File: src/hw/rtl/zero_equation_turbulent_viscosity_unit_assert.svh
// ---------------------------------------------------------------------------
// Assertion macros for the zero-equation turbulent viscosity unit.
// Each macro expands to a concurrent assertion clocked by clk and
// disabled while rst is high; it expands to nothing in synthesis.
// ---------------------------------------------------------------------------
`ifndef ZERO_EQUATION_TURBULENT_VISCOSITY_UNIT_ASSERT_SVH
`define ZERO_EQUATION_TURBULENT_VISCOSITY_UNIT_ASSERT_SVH
`ifndef SYNTHESIS
`define ZTV_ASSERT_IMP(lbl, pre, post) \
  lbl: assert property (@(posedge clk) disable iff (rst) (pre) |-> (post)) \
    else $error("ztv assertion failed");
`define ZTV_ASSERT_NEXT(lbl, pre, post) \
  lbl: assert property (@(posedge clk) disable iff (rst) (pre) |=> (post)) \
    else $error("ztv assertion failed");
`else
`define ZTV_ASSERT_IMP(lbl, pre, post)
`define ZTV_ASSERT_NEXT(lbl, pre, post)
`endif
`endif

File: src/hw/rtl/ztv_pkg.sv
`timescale 1ns / 1ps
// ---------------------------------------------------------------------------
// ztv_pkg
// Types and register codes shared by the turbulent viscosity unit.
// ---------------------------------------------------------------------------
package ztv_pkg;

  // Configuration register indexes.
  localparam logic [2:0] REG_BOUND_X_LOW  = 3'd0;
  localparam logic [2:0] REG_BOUND_X_HIGH = 3'd1;
  localparam logic [2:0] REG_BOUND_Y_LOW  = 3'd2;
  localparam logic [2:0] REG_BOUND_Y_HIGH = 3'd3;
  localparam logic [2:0] REG_BOUND_Z_LOW  = 3'd4;
  localparam logic [2:0] REG_BOUND_Z_HIGH = 3'd5;
  localparam logic [2:0] REG_STD_COEFF    = 3'd6;
  localparam logic [2:0] REG_WALL_COEFF   = 3'd7;

  localparam int FLUID_COUNT_W = 21;

  typedef struct packed {
    logic signed [31:0] pos_x;
    logic signed [31:0] pos_y;
    logic signed [31:0] pos_z;
    logic signed [31:0] vel_x;
    logic signed [31:0] vel_y;
    logic signed [31:0] vel_z;
    logic [5:0]         solid_neighbours;
    logic               cell_is_fluid;
    logic               last_cell;
  } in_item_t;

  typedef struct packed {
    logic [31:0] turb_viscosity;
    logic [31:0] mean_diffusivity;
    logic        mean_valid;
    logic        no_fluid_cells;
  } out_item_t;

  // Commands from the controller to the datapath.
  typedef struct packed {
    logic       load;
    logic [1:0] axis;
    logic       sq_mul;
    logic       sq_acc;
    logic       sqrt_step;
    logic       mul_cd;
    logic       mul_cs;
    logic       nu_load;
    logic       mul_alpha;
    logic       div_mean_init;
    logic       div_step;
    logic       acc;
    logic       out_load;
  } ctrl_cmd_t;

  // Status from the datapath to the controller.
  typedef struct packed {
    logic fluid;
    logic last;
    logic count_ok;
    logic count_zero;
    logic out_free;
  } dp_status_t;

endpackage

File: src/hw/rtl/ztv_ctrl.sv
`timescale 1ns / 1ps
`include "zero_equation_turbulent_viscosity_unit_assert.svh"
// ---------------------------------------------------------------------------
// ztv_ctrl
// Sequencer that steps the datapath through one cell: squares, square
// root, products, diffusivity product, accumulation, mean division.
// ---------------------------------------------------------------------------
module ztv_ctrl (
  input  logic               clk,
  input  logic               rst,
  input  logic               in_valid,
  output logic               in_ready,
  input  ztv_pkg::dp_status_t status,
  output ztv_pkg::ctrl_cmd_t  cmd
);
  import ztv_pkg::*;

  localparam logic [3:0] S_IDLE  = 4'd0;
  localparam logic [3:0] S_SQ    = 4'd1;
  localparam logic [3:0] S_SQRT  = 4'd2;
  localparam logic [3:0] S_MUL1  = 4'd3;
  localparam logic [3:0] S_MUL2  = 4'd4;
  localparam logic [3:0] S_NU    = 4'd5;
  localparam logic [3:0] S_ACC   = 4'd7;
  localparam logic [3:0] S_MEANI = 4'd8;
  localparam logic [3:0] S_DIVM  = 4'd9;
  localparam logic [3:0] S_FIN   = 4'd10;

  // Last step index of each iterative phase.
  localparam logic [5:0] SqLast   = 6'd3;
  localparam logic [5:0] SqrtLast = 6'd31;
  localparam logic [5:0] DivMLast = 6'd55;

  logic [3:0] state, state_next;
  logic [5:0] cnt, cnt_next;

  // Next state and command decode.
  always_comb begin
    state_next = state;
    cnt_next   = cnt;
    cmd        = '0;
    cmd.axis   = cnt[1:0];
    in_ready   = (state == S_IDLE);
    unique case (state)
      S_IDLE: begin
        if (in_valid) begin
          cmd.load   = 1'b1;
          state_next = S_SQ;
          cnt_next   = '0;
        end
      end
      S_SQ: begin
        cmd.sq_mul = (cnt != SqLast);
        cmd.sq_acc = (cnt != 6'd0);
        cnt_next   = cnt + 6'd1;
        if (cnt == SqLast) begin
          state_next = S_SQRT;
          cnt_next   = '0;
        end
      end
      S_SQRT: begin
        cmd.sqrt_step = 1'b1;
        cnt_next      = cnt + 6'd1;
        if (cnt == SqrtLast) begin
          state_next = S_MUL1;
        end
      end
      S_MUL1: begin
        cmd.mul_cd = 1'b1;
        state_next = S_MUL2;
      end
      S_MUL2: begin
        cmd.mul_cs = 1'b1;
        state_next = S_NU;
      end
      S_NU: begin
        cmd.nu_load = 1'b1;
        if (status.fluid && status.count_ok) begin
          cmd.mul_alpha = 1'b1;
          state_next    = S_ACC;
        end else begin
          state_next = S_MEANI;
        end
      end
      S_ACC: begin
        cmd.acc    = 1'b1;
        state_next = S_MEANI;
      end
      S_MEANI: begin
        if (status.last && !status.count_zero) begin
          cmd.div_mean_init = 1'b1;
          state_next        = S_DIVM;
          cnt_next          = '0;
        end else begin
          state_next = S_FIN;
        end
      end
      S_DIVM: begin
        cmd.div_step = 1'b1;
        cnt_next     = cnt + 6'd1;
        if (cnt == DivMLast) begin
          state_next = S_FIN;
        end
      end
      S_FIN: begin
        if (status.out_free) begin
          cmd.out_load = 1'b1;
          state_next   = S_IDLE;
        end
      end
      default: begin
        state_next = S_IDLE;
      end
    endcase
  end

  // State and step counter registers.
  always_ff @(posedge clk) begin
    if (rst) begin
      state <= S_IDLE;
      cnt   <= '0;
    end else begin
      state <= state_next;
      cnt   <= cnt_next;
    end
  end

  `ZTV_ASSERT_NEXT(a_accept_starts_cell, in_valid && in_ready, state == S_SQ)
  `ZTV_ASSERT_IMP(a_out_load_when_free, cmd.out_load, status.out_free)
  `ZTV_ASSERT_IMP(a_mean_div_nonzero, cmd.div_mean_init, !status.count_zero)

endmodule

File: config.mk
export PLATFORM = sky130hd
export DESIGN_NAME = ztv_ctrl
export DESIGN_NICKNAME = d
export VERILOG_FILES = /design/src/hw/rtl/ztv_pkg.sv /design/src/hw/rtl/ztv_ctrl.sv
export VERILOG_INCLUDE_DIRS = /design/src /design/src/hw/rtl
export SDC_FILE = /design/constraint.sdc
export NUM_CORES = 1
export LEC_CHECK = 0
export BUFFER_PORTS_ARGS = -buffer_cell sky130_fd_sc_hd__buf_2
export CAP_MARGIN = 20
export CORE_AREA = 2 2 42 44
export DETAILED_ROUTE_END_ITERATION = 16
export DIE_AREA = 0 0 44 46
export GPL_ROUTABILITY_DRIVEN = 0
export PLACE_DENSITY = 0.86
export SYNTH_ARGS = -nofsm -noshare
export SYNTH_HDL_FRONTEND = slang
export SYNTH_SLANG_ARGS = --single-unit
File: constraint.sdc
create_clock -name clk -period 2.9 [get_ports clk]
set_input_delay 0.725 -clock clk [delete_from_list [all_inputs] [get_ports clk]]
set_output_delay 0.725 -clock clk [all_outputs]
set_load 0.005 [all_outputs]
==> results of run 1 <==
-- metrics by stage --
step                hold WS, ns  total power, W
floorplan                 0.522        0.000635
global placement          0.560        0.000720
detailed placement        0.567        0.000733
CTS                       0.583        0.000860
global route              0.636        0.000934
finish                    0.573        0.000859
-- synthesized netlist by cell type, types with 3 or more instances --
cell type  number
inv_1           6
nor4_1          4
xor2_1          4
nor2_1         12
dfxtp_1        10
nand3_1         3
buf_2           4
nand2_1         9
nor3_1          3
a21oi_1         4
-- final timing paths --
check,from,endpoint,slack (ns)
setup / recovery,state[1]$_SDFFE_PP0P_,cmd[10],0.35
hold / removal,cnt[5]$_SDFFE_PP0P_,cnt[5]$_SDFFE_PP0P_,0.57
setup reg to reg,state[1]$_SDFFE_PP0P_,state[3]$_SDFFE_PP0P_,0.64
hold reg to reg,cnt[5]$_SDFFE_PP0P_,cnt[5]$_SDFFE_PP0P_,0.57
-- sequential cells by signal, indices dropped and copies added (netlist names) --
register and flops:
cnt 6, state 4
-- cell usage in the layout (no fill, tap or decap), types with 2 or more instances in the layout --
cell	Yosys	routed
buf_2	4	22
nor2_1	12	12
dfxtp_1	10	10
nand2_1	9	9
inv_1	6	6
nor4_1	4	4
a21oi_1	4	4
xor2_1	4	4
nor3_1	3	3
nand3_1	3	3
clkbuf_4	0	3
nand2b_1	2	2
nor3b_1	2	2
a21oi_2	2	2
nor2b_1	2	2
o21ai_0	2	2
o311a_1	2	2
a31oi_1	2	2
or4_1	2	2
nand4_1	2	2
ha_1	2	2
buf_4	2	2
-- routing by layer --
layer  wire length (um)  global-route usage  vias to the layer above
li1                   -                   -                      419
met1                850               0.268                      388
met2                869               0.303                       30
met3                113              0.0754                        2
met4                 13              0.0364                        0
met5                  0                   0                        -
-- layout make-up --
type / count / area share
sequential: 10 / 0.216
tap: 17 / 0.0229
timing repair buffer: 24 / 0.135
inverter: 7 / 0.0283
multi-input combinational: 79 / 0.559
clock buffer: 4 / 0.0391
-- cells by family (layout without fill, tap and decap cells) --
| family | count (synthesis) | after routing | share of synthesized area |
|---|---|---|---|
| XOR/XNOR | 5 | 5 | 0.0545 |
| adder cells (fa/ha/maj) | 2 | 2 | 0.0311 |
| AND/OR/NAND/NOR | 47 | 47 | 0.315 |
| buffers and inverters | 17 | 35 | 0.104 |
| flip-flops | 10 | 10 | 0.249 |
| AO/OA/AOI/OAI | 25 | 25 | 0.246 |
-- report_power, final --
part	internal, W	switching [W]
sequential	0.000168	0.0000520
combinational	0.000223	0.000291
clock	0.0000763	0.0000475
-- critical path, stage by stage (launching register included) --
cell	delay (ns)
dfxtp_1	0.53
or4b_4	0.62
a21oi_2	0.24
buf_2	0.17
==> metrics.txt, run 1 <==
die area=around 0.0020 mm2; RSZ-0062 raised after global routing=no; post-cts sizing count=0; clock slew at reported path FFs=about 0.06 ns; Std-Cell Rows=15; Leakage=0.379 nW; Yosys cell types=between 40 and 50; Final Hold Fails=0; Final TNS setup=0 ns; Post-synth EDFFs=0; Initial DRT Pass Iterations=5; Reg2Reg Depth=5; H-Tree Depth=1; post-CTS setup buffer count=0; Rel. slew slack=0.532; synth-to-layout area growth=15.6%; worst hold stages=2; Die W=about 44 um; DR vias/cell=between 5 and 6; Initial Util=0.498; Peak supply drop=between 0.0004 and 0.0005 V; CTS tree=done; gr ovfl total=0; Synth Cell Area=around 800 um2; final instance area=approximately 930 um2; initial DRC count=21; vias in the first global route=711; crit path DAT=between 1.5 and 2 ns; DR WL/cell=approximately 13 um; worst slew pin tran=about 0.70 ns; worst hold path class=reg -> reg; placed cell area=892 um2; Pwr Density=between 900 and 1000 mW/mm2; CTS sink count=10; ys async rst share=0; Diodes inserted=0; Clk Latency, worst-skew pair=~0.26 ns; syn_nets=around 120; DRC=0; Register Area=between 200 and 250 um2; count of state elements after synthesis=10; clock buffer count from CTS=3; die height=around 46 um; largest net degree at the start of global routing=24; Setup crit end kind=output port; Worst setup SP type=flop; crit-path max FO=23; area of the multi-input gates=roughly 520 um2; max cap viols=0; layout cells sized above 1=0.274; Finish-stage setup viols=0; first-pass GRT wire length=about 3.0 mm; sequential cell area fraction in the yosys report=0.249; IO buf count=22; highest clock rate=0.392 GHz; status=finished clean; Hold Buf Count CTS=0; Final Skew=about 0.0013 ns; Warnings, synthesis=0; final core occ=0.575; top-area cell type share of the netlist area=0.249; top cells by area, synth=dfxtp_1 (25%), nor2_1 (5.6%), xor2_1 (4.4%); WS Path Type=reg -> out; Final HPWL DP=1.38 mm; top_reg_cell synth=dfxtp_1; final worst path period share=0.879; Post-Route WL=around 1.8 mm; Clock Root Buffer=clkbuf_4; initial antenna violation count=0; Via Count=~840; DP Worst Slack=approximately 0.66 ns; Placed Cells=between 100 and 150; Synth area leader=dfxtp_1; Layout Nets=roughly 140; I/O Pins=23; Syn Inst Count=~110; Final min period=around 2.6 ns; final max-slew violation count=0; fill cell count=153; final setup margin=roughly 0.35 ns; total global-route track usage=0.199; CTS Buffer Depth=2; final non-filler cell total=141; core box area=0.00161 mm2; Worst Path Required=2.17 ns; DRT antenna net count=0; Syn Area/Cell=approximately 7.6 um2
(Power assumes the default switching activity.)
==> inputs of run 2 (changes only) <==
--- a/config.mk
+++ b/config.mk
@@ -8,11 +8,11 @@
 export LEC_CHECK = 0
 export BUFFER_PORTS_ARGS = -buffer_cell sky130_fd_sc_hd__buf_2
 export CAP_MARGIN = 20
-export CORE_AREA = 2 2 42 44
+export CORE_AREA = 2 2 44 46
 export DETAILED_ROUTE_END_ITERATION = 16
-export DIE_AREA = 0 0 44 46
+export DIE_AREA = 0 0 46 48
 export GPL_ROUTABILITY_DRIVEN = 0
-export PLACE_DENSITY = 0.86
+export PLACE_DENSITY = 0.8
 export SYNTH_ARGS = -nofsm -noshare
 export SYNTH_HDL_FRONTEND = slang
 export SYNTH_SLANG_ARGS = --single-unit
==> run 2 against run 1 <==
Effect of this change: sequential power is essentially flat; critical endpoint unchanged; via count grew 0.72%; combinational power grew 0.8%.
==> metrics.txt, run 2 (same netlist as run 1, synthesis figures left out) <==
status=finished clean; Final Skew=around 0.00088 ns; RSZ-0062 raised after global routing=no; CTS sink count=10; DRT antenna net count=0; total global-route track usage=0.190; core box area=around 0.0017 mm2; Leakage=approximately 0.37 nW; Setup crit end=cmd[10]; worst slew pin tran=~0.57 ns; clock buffer count from CTS=3; crit path DAT=roughly 1.9 ns; RR Startpoint=state[3]$_SDFFE_PP0P_; DRC=0; WS Path Type=reg -> out; max cap viols=0; Std-Cell Rows=15; die area=0.00221 mm2; post-CTS setup buffer count=0; Setup crit end kind=output port; initial DRC count=32; Post-Route WL=1.90 mm; clock slew at reported path FFs=0.06 ns; initial antenna violation count=0; die height=48 um; Final TNS setup=0 ns; post-cts sizing count=0; Layout Nets=roughly 140; Pwr Total=between 0.0008 and 0.0009 W; most common cell after layout, fill and taps aside=buf_2; Worst setup SP type=flop; Clk Latency, worst-skew pair=between 0.2 and 0.3 ns; Placed Cells=137; Finish-stage setup viols=0; final instance area=slightly above 900 um2; H-Tree Depth=1; r2r setup slk=~0.9 ns; Initial DRT Pass Iterations=4; CTS tree=done; Diodes inserted=0; highest clock rate=0.384 GHz; Largest Register=cnt; Initial Util=0.476; Pwr Density=~910 mW/mm2; CTS Buffer Depth=2; crit-path max FO=19; DR WL/cell=approximately 14 um; Rel. slew slack=0.617; max reg flops=6; worst hold path class=reg -> reg; fill cell count=roughly 170; Hold Buf Count CTS=0; first-pass GRT wire length=approximately 3 mm; final non-filler cell total=140; IO buf count=22; Final HPWL DP=between 1 and 1.5 mm; largest net degree at the start of global routing=22; Peak supply drop=0.000598 V; Via Count=845; Largest regs=cnt: 6 flops, state: 4 flops; most frequent cells in the layout=buf_2 (22), nor2_1 (12), dfxtp_1 (10), nand2_1 (9), inv_1 (6); synth-to-layout area growth=13.9%; Worst Path Required=about 2.2 ns; Clock Root Buffer=clkbuf_4; Crit. Startpoint=state[0]$_SDFFE_PP0P_; gr ovfl total=0; R2R Path End=state[3]$_SDFFE_PP0P_; Die W=approximately 46 um; vias in the first global route=~670; Final min period=around 2.6 ns; worst hold stages=2; layout cells sized above 1=0.268; placed cell area=just under 900 um2; Reg2Reg Depth=6; I/O Pins=23; Final Hold Fails=0; final core occ=0.541; final worst path period share=0.898; final max-slew violation count=0; DR vias/cell=6.04
## run 2: cell types whose count changed in the layout (fill, tap and decap cells not counted), sizes merged
cell    delta
clkbuf     -1
## run 2: layer usage
metal | track usage | vias up | routed length (um)
met4 | 0.0457 | 0 | 24
met1 | 0.251 | 389 | 877
met2 | 0.303 | 33 | 879
met5 | 0 | - | 0
met3 | 0.0566 | 4 | 113
li1 | - | 419 | -
## run 2: final cells by class
class	count	area, um2	share of cell area
clock buffers	3	22.5	0.0246
inverters	7	26.3	0.0287
multi-input cells	79	519	0.568
flip-flops and latches	10	200	0.219
well taps	17	21.3	0.0233
repair buffers	24	125	0.137
## run 2: metrics by stage
stage | hold slack, ns | setup slack (ns)
after detailed placement | 0.566 | 0.621
after global routing | 0.614 | 0.205
after floorplan | 0.522 | 0.984
final | 0.572 | 0.297
after CTS | 0.582 | 0.314
after global placement | 0.551 | 0.646
## run 2: critical path, cell delays in order, from the launching register on
cell     delay, ns
dfxtp_1       0.66
or4b_4        0.55
a21oi_2       0.24
buf_2         0.17
## run 2: where the power goes
part           internal (W)  switching [W]
Clock             0.0000477      0.0000429
Combinational      0.000221       0.000299
Sequential         0.000169      0.0000525
## run 2: worst min-delay path by stage
stage                        startpoint                   to
finish              cnt[5]$_SDFFE_PP0P_  cnt[5]$_SDFFE_PP0P_
global route        cnt[0]$_SDFFE_PP0P_  cnt[0]$_SDFFE_PP0P_
CTS                 cnt[5]$_SDFFE_PP0P_  cnt[5]$_SDFFE_PP0P_
detailed placement  cnt[5]$_SDFFE_PP0P_  cnt[5]$_SDFFE_PP0P_
global placement    cnt[5]$_SDFFE_PP0P_  cnt[5]$_SDFFE_PP0P_
floorplan           cnt[5]$_SDFFE_PP0P_  cnt[5]$_SDFFE_PP0P_
==> inputs of run 3 (changes only) <==
==> constraint.sdc (replaced) <==
create_clock -name clk -period 2.5 [get_ports clk]
set_input_delay 0.625 -clock clk [delete_from_list [all_inputs] [get_ports clk]]
set_output_delay 0.625 -clock clk [all_outputs]
set_load 0.005 [all_outputs]
==> run 3 against run 2 <==
Effect of this change: cell count up 1.4%; non-clock buffer count up 1; global-route usage down 0.074 points; sequential cell count unchanged; first-iteration DRC count down 9.4%; clock power up 63%; via count down 3.2%; setup slack worse by 0.059 ns.
==> metrics.txt, run 3 (same netlist as run 1, synthesis figures left out) <==
status=finished clean; worst hold path class=reg -> reg; first-pass GRT wire length=between 2 and 3 mm; H-Tree Depth=1; post-cts sizing count=0; area of the multi-input gates=slightly above 500 um2; Pwr Density=around 1100 mW/mm2; DRT antenna net count=0; most common cell after layout, fill and taps aside=buf_2; CTS tree=done; WS Path Type=reg -> out; Hold Buf Count CTS=0; fill cell count=about 160; Finish-stage setup viols=0; final worst path period share=0.905; die height=around 48 um; DR WL/cell=around 13 um; placed cell area=between 800 and 900 um2; largest net degree at the start of global routing=20; Final Skew=roughly 0.0038 ns; die area=approximately 0.0022 mm2; vias in the first global route=approximately 670; Final TNS setup=0 ns; IO buf count=22; most frequent cells in the layout=buf_2 (22), nor2_1 (12), dfxtp_1 (10), nand2_1 (9), inv_1 (6); max reg flops=6; synth-to-layout area growth=16.5%; Rel. slew slack=0.707; max cap viols=0; CTS Buffer Depth=2; crit path DAT=1.64 ns; Register Area=between 200 and 250 um2; Worst setup SP type=flop; Std-Cell Rows=15; Worst Path Required=roughly 1.9 ns; RSZ-0062 raised after global routing=no; worst slew pin tran=roughly 0.44 ns; Final Hold Fails=0; Final HPWL DP=roughly 1.4 mm; DRC=0; total global-route track usage=0.189; gr ovfl total=0; CTS sink count=10; clock slew at reported path FFs=around 0.070 ns; Leakage=a little under 0.4 nW; Die W=46 um; Largest regs=cnt: 6 flops, state: 4 flops; Clock Root Buffer=clkbuf_4; Logic pwr share=0.620; highest clock rate=0.442 GHz; final max-slew violation count=0; Diodes inserted=0; Switching Share=0.453; core box area=around 0.0017 mm2; share of power burned in registers=0.233; Internal=roughly 0.00055 W; Post-Route WL=~1.8 mm; layout cells sized above 1=0.280; initial DRC count=29; final setup margin=0.238 ns; Final min period=approximately 2.3 ns; clock buffer count from CTS=3; Layout Nets=approximately 140; crit-path max FO=13; Largest Register=cnt; Setup crit end kind=output port; post-CTS setup buffer count=0; initial antenna violation count=0; Via Count=approximately 800; Initial DRT Pass Iterations=4; DP Worst Slack=between 0.5 and 0.6 ns; Psw=approximately 0.00046 W; final instance area=approximately 940 um2; I/O Pins=23; Initial Util=0.476; DR vias/cell=5.76; Peak supply drop=roughly 0.00063 V; Clk Latency, worst-skew pair=approximately 0.27 ns; clock power share=0.147
-- run 3: worst max-delay path, cell delays in order, from the launching register on --
cell and delay, ns:
dfxtp_1 0.44, or4b_4 0.54, a21oi_2 0.22, buf_2 0.16
-- run 3: path summary, 6_finish.rpt --
path / startpoint / to / slack, ns / cells past startpoint
setup reg to reg: state[3]$_SDFFE_PP0P_ / state[3]$_SDFFE_PP0P_ / 0.57 / 6
setup / recovery: state[2]$_SDFFE_PP0P_ / cmd[10] / 0.24 / 3
hold / removal: cnt[5]$_SDFFE_PP0P_ / cnt[5]$_SDFFE_PP0P_ / 0.57 / 2
hold reg to reg: cnt[5]$_SDFFE_PP0P_ / cnt[5]$_SDFFE_PP0P_ / 0.57 / 2
-- run 3: layout make-up --
class | instances | area share
clock buffer | 4 | 0.0388
inverter | 7 | 0.0281
multi-input combinational | 79 | 0.555
sequential | 10 | 0.214
tap | 17 | 0.0227
timing repair buffer | 25 | 0.142
-- run 3: power groups by stage --
| stage | registers [W] | clock network [W] | logic (W) |
|---|---|---|---|
| after floorplan | 0.000220 | 0 | 0.000516 |
| after global placement | 0.000236 | 0 | 0.000620 |
| after detailed placement | 0.000238 | 0 | 0.000620 |
| after CTS | 0.000234 | 0.000155 | 0.000623 |
| after global routing | 0.000240 | 0.000161 | 0.000692 |
| final | 0.000234 | 0.000148 | 0.000623 |
-- run 3: per-stage QoR --
step | utilization | total power [W] | hold WS (ns) | std cells
2_1_floorplan | - | 0.000737 | 0.522 | 106
3_3_place_gp | 0.533 | 0.000855 | 0.548 | 138
3_5_place_dp | 0.533 | 0.000858 | 0.556 | 138
4_1_cts | 0.554 | 0.00101 | 0.562 | 142
5_1_grt | 0.554 | 0.00109 | 0.578 | 142
6_report | 0.554 | 0.00101 | 0.570 | 142
-- run 3: layer usage --
layer / GRT usage / up-vias / wire length (um)
met4: 0.109 / 0 / 40
met2: 0.272 / 15 / 829
met3: 0.0679 / 5 / 75
li1: - / 424 / -
met1: 0.242 / 374 / 861
met5: 0 / - / 0
